$ cat src/rtl/bpg_pkg.sv
`default_nettype none

package bpg_pkg;

    // Item kinds carried in the slave-side tuser
    localparam logic [1:0] CMD_TICK   = 2'd0;
    localparam logic [1:0] CMD_SINGLE = 2'd1;
    localparam logic [1:0] CMD_REPEAT = 2'd2;
    localparam logic [1:0] CMD_TONE   = 2'd3;

    // Input field widths as they sit on the bus
    localparam int BEEP_W   = 16;
    localparam int SILENT_W = 16;
    localparam int COUNT_W  = 8;
    localparam int S_DATA_W = 40;
    localparam int M_DATA_W = 8;

    // Pattern run mode
    typedef enum logic [2:0] {
        MODE_IDLE   = 3'b001,
        MODE_SINGLE = 3'b010,
        MODE_REPEAT = 3'b100
    } t_mode;

    // One result item
    typedef struct packed {
        logic pin_level;
        logic busy_res;
        logic sounding;
        logic finished;
    } t_result;

endpackage

`default_nettype wire

$ cat src/rtl/bpg_core.sv
`default_nettype none

module bpg_core
    import bpg_pkg::*;
#(
    parameter int TICK_WIDTH  = 16,
    parameter int COUNT_WIDTH = 8
) (
    input  wire logic                i_clk,
    input  wire logic                i_rst_n,
    input  wire logic                i_accept,
    input  wire logic [1:0]          i_cmd,
    input  wire logic [BEEP_W-1:0]   i_beep_ticks,
    input  wire logic [SILENT_W-1:0] i_silent_ticks,
    input  wire logic [COUNT_W-1:0]  i_repeat_count,
    output t_result                  o_result
);

    t_mode                  r_mode,   n_mode;
    logic                   r_beep,   n_beep;
    logic [TICK_WIDTH-1:0]  r_phase,  n_phase;
    logic [COUNT_WIDTH-1:0] r_cycles, n_cycles;
    logic [TICK_WIDTH-1:0]  r_sound,  n_sound;
    logic [TICK_WIDTH-1:0]  r_quiet,  n_quiet;
    logic [COUNT_WIDTH-1:0] r_target, n_target;
    logic                   r_drive,  n_drive;
    logic                   w_done;

    logic [31:0]            w_beep_ext;
    logic [31:0]            w_silent_ext;
    logic [31:0]            w_count_ext;
    logic [TICK_WIDTH-1:0]  w_phase_inc;
    logic [COUNT_WIDTH-1:0] w_cycles_inc;

    // Fit the bus fields to the configured counter widths
    assign w_beep_ext   = {{(32-BEEP_W){1'b0}}, i_beep_ticks};
    assign w_silent_ext = {{(32-SILENT_W){1'b0}}, i_silent_ticks};
    assign w_count_ext  = {{(32-COUNT_W){1'b0}}, i_repeat_count};
    assign w_phase_inc  = r_phase + {{(TICK_WIDTH-1){1'b0}}, 1'b1};
    assign w_cycles_inc = r_cycles + {{(COUNT_WIDTH-1){1'b0}}, 1'b1};

    // Next pattern state for the current item
    always_comb begin
        n_mode   = r_mode;
        n_beep   = r_beep;
        n_phase  = r_phase;
        n_cycles = r_cycles;
        n_sound  = r_sound;
        n_quiet  = r_quiet;
        n_target = r_target;
        n_drive  = r_drive;
        w_done   = 1'b0;
        unique case (i_cmd)
            CMD_TICK: begin
                priority if (r_mode == MODE_SINGLE) begin
                    if (w_phase_inc >= r_sound) begin
                        n_mode  = MODE_IDLE;
                        n_beep  = 1'b0;
                        n_phase = '0;
                        w_done  = 1'b1;
                    end else begin
                        n_phase = w_phase_inc;
                    end
                end else if (r_mode == MODE_REPEAT && r_beep) begin
                    if (w_phase_inc >= r_sound) begin
                        n_beep  = 1'b0;
                        n_phase = '0;
                    end else begin
                        n_phase = w_phase_inc;
                    end
                end else if (r_mode == MODE_REPEAT) begin
                    if (w_phase_inc >= r_quiet) begin
                        n_cycles = w_cycles_inc;
                        n_phase  = '0;
                        if (w_cycles_inc >= r_target) begin
                            n_mode = MODE_IDLE;
                            n_beep = 1'b0;
                            w_done = 1'b1;
                        end else begin
                            n_beep = 1'b1;
                        end
                    end else begin
                        n_phase = w_phase_inc;
                    end
                end else begin
                    // idle: a tick changes nothing
                    n_mode = r_mode;
                end
            end
            CMD_SINGLE: begin
                n_mode   = MODE_SINGLE;
                n_sound  = w_beep_ext[TICK_WIDTH-1:0];
                n_cycles = '0;
                n_phase  = '0;
                n_beep   = 1'b1;
            end
            CMD_REPEAT: begin
                n_mode   = MODE_REPEAT;
                n_sound  = w_beep_ext[TICK_WIDTH-1:0];
                n_quiet  = w_silent_ext[TICK_WIDTH-1:0];
                n_target = w_count_ext[COUNT_WIDTH-1:0];
                n_cycles = '0;
                n_phase  = '0;
                n_beep   = 1'b1;
            end
            CMD_TONE: begin
                // flip the pin only in a sounding phase
                if (r_mode != MODE_IDLE && r_beep) begin
                    n_drive = ~r_drive;
                end
            end
            default: begin
                n_drive = r_drive;
            end
        endcase
    end

    // Result of this item, seen after its state update
    always_comb begin
        o_result.pin_level = n_drive;
        o_result.busy_res  = (n_mode != MODE_IDLE);
        o_result.sounding  = (n_mode != MODE_IDLE) && n_beep;
        o_result.finished  = w_done;
    end

    // Commit the state on each accepted transaction
    always_ff @(posedge i_clk) begin
        if (!i_rst_n) begin
            r_mode   <= MODE_IDLE;
            r_beep   <= 1'b0;
            r_phase  <= '0;
            r_cycles <= '0;
            r_sound  <= '0;
            r_quiet  <= '0;
            r_target <= '0;
            r_drive  <= 1'b0;
        end else if (i_accept) begin
            r_mode   <= n_mode;
            r_beep   <= n_beep;
            r_phase  <= n_phase;
            r_cycles <= n_cycles;
            r_sound  <= n_sound;
            r_quiet  <= n_quiet;
            r_target <= n_target;
            r_drive  <= n_drive;
        end
    end

    a_finish_idle: assert property (@(posedge i_clk) disable iff (!i_rst_n)
        o_result.finished |-> !o_result.busy_res)
        else $error("finished while still busy");

    a_start_sounds: assert property (@(posedge i_clk) disable iff (!i_rst_n)
        (i_cmd == CMD_SINGLE || i_cmd == CMD_REPEAT) |-> o_result.sounding)
        else $error("start did not enter a sound phase");

    a_idle_holds: assert property (@(posedge i_clk) disable iff (!i_rst_n)
        (i_accept && r_mode == MODE_IDLE && i_cmd != CMD_SINGLE && i_cmd != CMD_REPEAT)
        |=> (r_mode == MODE_IDLE) && $stable(r_drive))
        else $error("idle state moved without a start");

endmodule

`default_nettype wire

$ cat src/rtl/beep_pattern_generator_top.sv
// Buzzer pattern sequencer.
// Slave channel: one transaction per item. tuser carries the command
// (tick, start single beep, start repeat pattern, tone half-period);
// tdata carries beep_ticks, silent_ticks and repeat_count.
// Master channel: one transaction per item with pin_level, busy_res and
// sounding in tdata; tlast marks the tick that ends a pattern.
// Each result is registered in the output register, or in the skid
// register if that one is held. Throughput: one item per cycle while
// s_tready is high, set by the pattern counter update per accepted item.
// A two-entry output stage (output register plus skid register) keeps
// s_tready high while one result waits; tready falls only when both are
// full, so a stalled receiver holds the queue and nothing is dropped.
// Reset clears the pattern to idle, the pin level to 0 and empties the
// output stage.
`default_nettype none

module beep_pattern_generator_top
    import bpg_pkg::*;
#(
    parameter int TICK_WIDTH  = 16,
    parameter int COUNT_WIDTH = 8
) (
    input  wire logic                i_clk,
    input  wire logic                i_rst_n,
    input  wire logic                i_s_tvalid,
    output logic                     o_s_tready,
    // [15:0] beep_ticks, [31:16] silent_ticks, [39:32] repeat_count
    input  wire logic [S_DATA_W-1:0] i_s_tdata,
    // [1:0] cmd
    input  wire logic [1:0]          i_s_tuser,
    output logic                     o_m_tvalid,
    input  wire logic                i_m_tready,
    // [0] pin_level, [1] busy_res, [2] sounding, [7:3] zero
    output logic [M_DATA_W-1:0]      o_m_tdata,
    // finished
    output logic                     o_m_tlast
);

    logic    w_accept;
    logic    w_take;
    t_result w_res;

    logic    r_out_valid,  n_out_valid;
    t_result r_out,        n_out;
    logic    r_skid_valid, n_skid_valid;
    t_result r_skid,       n_skid;

    assign o_s_tready = !r_skid_valid;
    assign w_accept   = i_s_tvalid && o_s_tready;
    assign w_take     = r_out_valid && i_m_tready;

    bpg_core #(
        .TICK_WIDTH  (TICK_WIDTH),
        .COUNT_WIDTH (COUNT_WIDTH)
    ) u_core (
        .i_clk          (i_clk),
        .i_rst_n        (i_rst_n),
        .i_accept       (w_accept),
        .i_cmd          (i_s_tuser),
        .i_beep_ticks   (i_s_tdata[BEEP_W-1:0]),
        .i_silent_ticks (i_s_tdata[BEEP_W+SILENT_W-1:BEEP_W]),
        .i_repeat_count (i_s_tdata[S_DATA_W-1:BEEP_W+SILENT_W]),
        .o_result       (w_res)
    );

    // Steer results through the output and skid registers
    always_comb begin
        n_out_valid  = r_out_valid;
        n_out        = r_out;
        n_skid_valid = r_skid_valid;
        n_skid       = r_skid;
        if (!r_out_valid || w_take) begin
            if (r_skid_valid) begin
                n_out        = r_skid;
                n_out_valid  = 1'b1;
                n_skid       = w_res;
                n_skid_valid = w_accept;
            end else begin
                n_out        = w_res;
                n_out_valid  = w_accept;
            end
        end else if (w_accept) begin
            n_skid       = w_res;
            n_skid_valid = 1'b1;
        end
    end

    always_ff @(posedge i_clk) begin
        if (!i_rst_n) begin
            r_out_valid  <= 1'b0;
            r_skid_valid <= 1'b0;
        end else begin
            r_out_valid  <= n_out_valid;
            r_skid_valid <= n_skid_valid;
        end
    end

    // Payload needs no reset
    always_ff @(posedge i_clk) begin
        r_out  <= n_out;
        r_skid <= n_skid;
    end

    assign o_m_tvalid = r_out_valid;
    assign o_m_tdata  = {{(M_DATA_W-3){1'b0}}, r_out.sounding, r_out.busy_res,
                         r_out.pin_level};
    assign o_m_tlast  = r_out.finished;

    a_skid_order: assert property (@(posedge i_clk) disable iff (!i_rst_n)
        r_skid_valid |-> r_out_valid)
        else $error("skid entry held with empty output register");

    a_stall_fills_skid: assert property (@(posedge i_clk) disable iff (!i_rst_n)
        (r_out_valid && !i_m_tready && !r_skid_valid && i_s_tvalid) |=> r_skid_valid)
        else $error("stalled result lost the next transaction");

    a_sounding_busy: assert property (@(posedge i_clk) disable iff (!i_rst_n)
        r_out_valid && r_out.sounding |-> r_out.busy_res)
        else $error("sounding reported while idle");

endmodule

`default_nettype wire

$ cat config.mk
export PLATFORM = sky130hd
export DESIGN_NAME = beep_pattern_generator_top
export DESIGN_NICKNAME = d
export VERILOG_FILES = /design/src/rtl/bpg_pkg.sv /design/src/rtl/bpg_core.sv /design/src/rtl/beep_pattern_generator_top.sv
export SDC_FILE = /design/constraint.sdc
export NUM_CORES = 1
export LEC_CHECK = 0
export ABC_AREA = 0
export BUFFER_PORTS_ARGS = -buffer_cell sky130_fd_sc_hd__buf_2
export CORE_MARGIN = 3
export CORE_UTILIZATION = 60
export DETAILED_ROUTE_END_ITERATION = 6
export PLACE_DENSITY_LB_ADDON = 0.15
export SLEW_MARGIN = 20
export SYNTH_ARGS = -nofsm -noshare
export SYNTH_HDL_FRONTEND = slang
export SYNTH_SLANG_ARGS = --single-unit
$ cat constraint.sdc
create_clock -name i_clk -period 6.6 [get_ports i_clk]
set_input_delay 0.66 -clock i_clk [delete_from_list [all_inputs] [get_ports i_clk]]
set_output_delay 0.66 -clock i_clk [all_outputs]
set_load 0.01 [all_outputs]
==> impl_metrics.json <==
{
  "p_leak_nw": 2.11,
  "r2r_cells": 16,
  "cp-start-kind": "flip-flop",
  "synth_ff_type": "dfxtp_1",
  "post_cts_resize_count": 0,
  "clockPowerShare": 0.358,
  "ys_seq_area_frac": 0.350,
  "nets": 708,
  "synthArstFlopShare": 0,
  "r2r_slack_ps": 2070,
  "die-width_um": 95.0,
  "die_area_sq_um": 9020,
  "r2r_end": "u_core.r_phase[6]$_SDFFE_PN0P_",
  "tritoncts": "built",
  "grt_pass1_wl_mm": 17.2,
  "clk_path_buf_depth": 2,
  "num_rows": 31,
  "n_antenna_cell": 0,
  "hpwl_mm": 7.48,
  "yosysWarnings": 0,
  "drt-initial-drc-count": 213,
  "vdd_ir_drop_max_mv": 0.143,
  "required_ps": 6880,
  "swShare": 0.268,
  "clk_pin_slew_ps": 80,
  "met1_usage": 0.306,
  "syn_area_sq_um": 4750,
  "fin_skew_ps": 10.8,
  "synthCells": 580,
  "grt_remaining_overflow": 0,
  "fin_util": 0.700,
  "core_area_sq_um": 7450,
  "power_switching_w": 0.000272,
  "syn_avg_cell_area_sq_um": 8.18,
  "hold_end": "u_core.r_quiet[7]$_SDFFE_PN0P_",
  "final_cell_mix": "nand2_1 (111), dfxtp_1 (71), buf_2 (51), inv_1 (47), ha_1 (47)",
  "gp_congestion": 0.960,
  "fp.dieH_um": 95.0,
  "slew_violations": 0,
  "reg2reg_from": "u_core.r_phase[0]$_SDFFE_PN0P_",
  "worst_pin_slew_ps": 952,
  "cts_setup_buffers": 0,
  "wirelength_mm": 10.1,
  "cp_max_fo": 22,
  "grt_max_degree": 84,
  "post-route-drc-count": 0,
  "hold_violations": 0,
  "rsz0062_at_grt": "false",
  "synth_edf_count": 8,
  "status": "finished, final reports clean",
  "fin_cells": 719,
  "final_common_cell": "nand2_1",
  "hold_path_depth": 2,
  "antenna_found_initial": 0,
  "min_period_ps": 4530,
  "postCtsHoldBufs": 0,
  "fmax_mhz": 221,
  "io_pins": 57,
  "critical_path_class": "flip-flop to flip-flop",
  "initial_core_util": 0.637,
  "arrival_ps": 4820,
  "clock_sinks": 79,
  "synth_seq_cells": 79,
  "drt_pre_antenna_iters": 4,
  "p_int_w": 0.000743,
  "grtUsageMet2": 0.414,
  "place_inst": 703,
  "ant_nets": 0,
  "p_comb_frac": 0.136,
  "top_usage_layer": "met2",
  "root_buffer": "clkbuf_8",
  "port_buffers": 51,
  "area.growth.synth_to_final_pct": 9.75,
  "grtUsageTotal": 0.242,
  "cts_buffers": 9,
  "relSlewSlack": 0.361,
  "clk_latency_ps": 350,
  "finalCritPeriodShare": 0.687,
  "seqPwrFrac": 0.506,
  "tns_ps": 0,
  "vias": 3992,
  "powerDensity_nw_per_um2": 195,
  "hold_start": "u_core.r_quiet[7]$_SDFFE_PN0P_",
  "endpoint_kind": "flip-flop",
  "grt_pass1_vias": 3835,
  "setup_viol": 0,
  "layout-drive-gt1-share": 0.134,
  "synth_cell_types": 57,
  "vias_per_cell": 5.55,
  "met3_usage": 0.0375,
  "maxCapViolations": 0,
  "h-tree-depth": 3,
  "drt-wirelength-per-cell_um": 14.1,
  "worstHoldPathType": "flip-flop to flip-flop"
}
power by group through the flow:
stage | Combinational (W) | Clock [W] | Sequential, W
floorplan | 0.0000996 | 0 | 0.000523
global placement | 0.000133 | 0 | 0.000524
detailed placement | 0.000137 | 0 | 0.000525
CTS | 0.000138 | 0.000371 | 0.000514
global route | 0.000157 | 0.000392 | 0.000517
finish | 0.000138 | 0.000364 | 0.000514
worst max-delay path, stage by stage (launching register included):
cell and delay (ps):
dfxtp_1 450, ha_1 250, nand2_1 70, nor2_1 280, and3_1 280, and3_1 250, nand3_1 110, xnor2_1 290
ha_1 310, nand4_1 140, a211oi_1 70, nor3_1 410, nand3_1 200, mux2_2 330, nor3_4 630, a31o_2 250
nor2b_1 120
layer usage:
| metal | vias up | routed length, um |
|---|---|---|
| met1 | 1848 | 4550 |
| li1 | 2041 | - |
| met4 | 0 | 227 |
| met2 | 86 | 4940 |
| met5 | - | 0 |
| met3 | 17 | 404 |
registers in the layout, summed over array words and instances (netlist names):
register         cells
o_m_tdata            3
o_m_tlast            1
o_m_tvalid           1
r_skid               4
r_skid_valid         1
u_core.r_beep        1
u_core.r_cycles      8
u_core.r_drive       1
u_core.r_mode        3
u_core.r_phase      16
u_core.r_quiet      16
u_core.r_sound      16
u_core.r_target      8
cell usage after synthesis (all sizes together), types with 2 or more instances:
library cell / n / area [sq um]
and3: 5 / 31.3
nand4b: 7 / 61.3
nor2b: 15 / 93.8
o41ai: 2 / 17.5
mux2: 5 / 60.1
a21oi: 18 / 90.1
buf: 8 / 52.6
a22oi: 7 / 52.6
nor2: 23 / 86.3
dfxtp: 71 / 1420
ha: 47 / 588
nand3: 24 / 120
nand4: 7 / 43.8
inv: 48 / 180
xnor2: 13 / 114
nand2: 111 / 417
nor3b: 3 / 22.5
nand3b: 2 / 15.0
a21o: 3 / 23.8
edfxtp: 8 / 240
a31o: 2 / 17.5
nand2b: 9 / 58.8
a21boi: 41 / 308
xor2: 8 / 70.1
a211oi: 2 / 15.0
clkbuf: 24 / 90.1
and2: 5 / 31.3
a31oi: 6 / 52.6
or2: 2 / 12.5
o21ai: 22 / 110
nor3: 7 / 45.0
o211ai: 8 / 60.1
stage by stage:
step	instance area [sq um]	hold WS (ps)	worst slack, ps	power [W]
after detailed placement	5010	458	2080	0.000663
after global routing	5210	492	1560	0.00107
final	5210	465	2070	0.00102
after global placement	5010	452	1960	0.000657
after CTS	5210	470	2040	0.00102
after floorplan	4760	443	2650	0.000622
area by class of cell:
cell class,instances,area (sq um)
multi-input combinational,425,2780
fill,654,2240
sequential,79,1660
timing repair buffer,52,263
inverter,48,180
clock buffer,11,141
tap,99,124
clock inverter,5,56.3
logic make-up (layout without fill, tap and decap cells):
group / count (synthesis) / after routing / synth area share
and+or+nand+nor: 223 / 223 / 0.223
AOI/OAI and AO/OA: 123 / 123 / 0.181
xor gates and xnor gates: 21 / 21 / 0.0387
DFF: 79 / 79 / 0.350
muxes: 6 / 6 / 0.0148
other: 1 / 5 / 0.000790
buffers and inverters: 80 / 116 / 0.0680
adders and majority gates: 47 / 47 / 0.124
how the worst max path moves through the flow:
stage / from / endpoint
after floorplan: u_core.r_phase[0]$_SDFFE_PN0P_ / o_m_tdata[1]$_DFFE_PN_
after global placement: u_core.r_phase[0]$_SDFFE_PN0P_ / u_core.r_phase[6]$_SDFFE_PN0P_
after detailed placement: u_core.r_phase[0]$_SDFFE_PN0P_ / u_core.r_phase[6]$_SDFFE_PN0P_
after CTS: u_core.r_phase[0]$_SDFFE_PN0P_ / u_core.r_phase[6]$_SDFFE_PN0P_
after global routing: u_core.r_phase[0]$_SDFFE_PN0P_ / u_core.r_phase[5]$_SDFFE_PN0P_
final: u_core.r_phase[0]$_SDFFE_PN0P_ / u_core.r_phase[6]$_SDFFE_PN0P_
No activity file was read; power rests on OpenSTA's default activity.
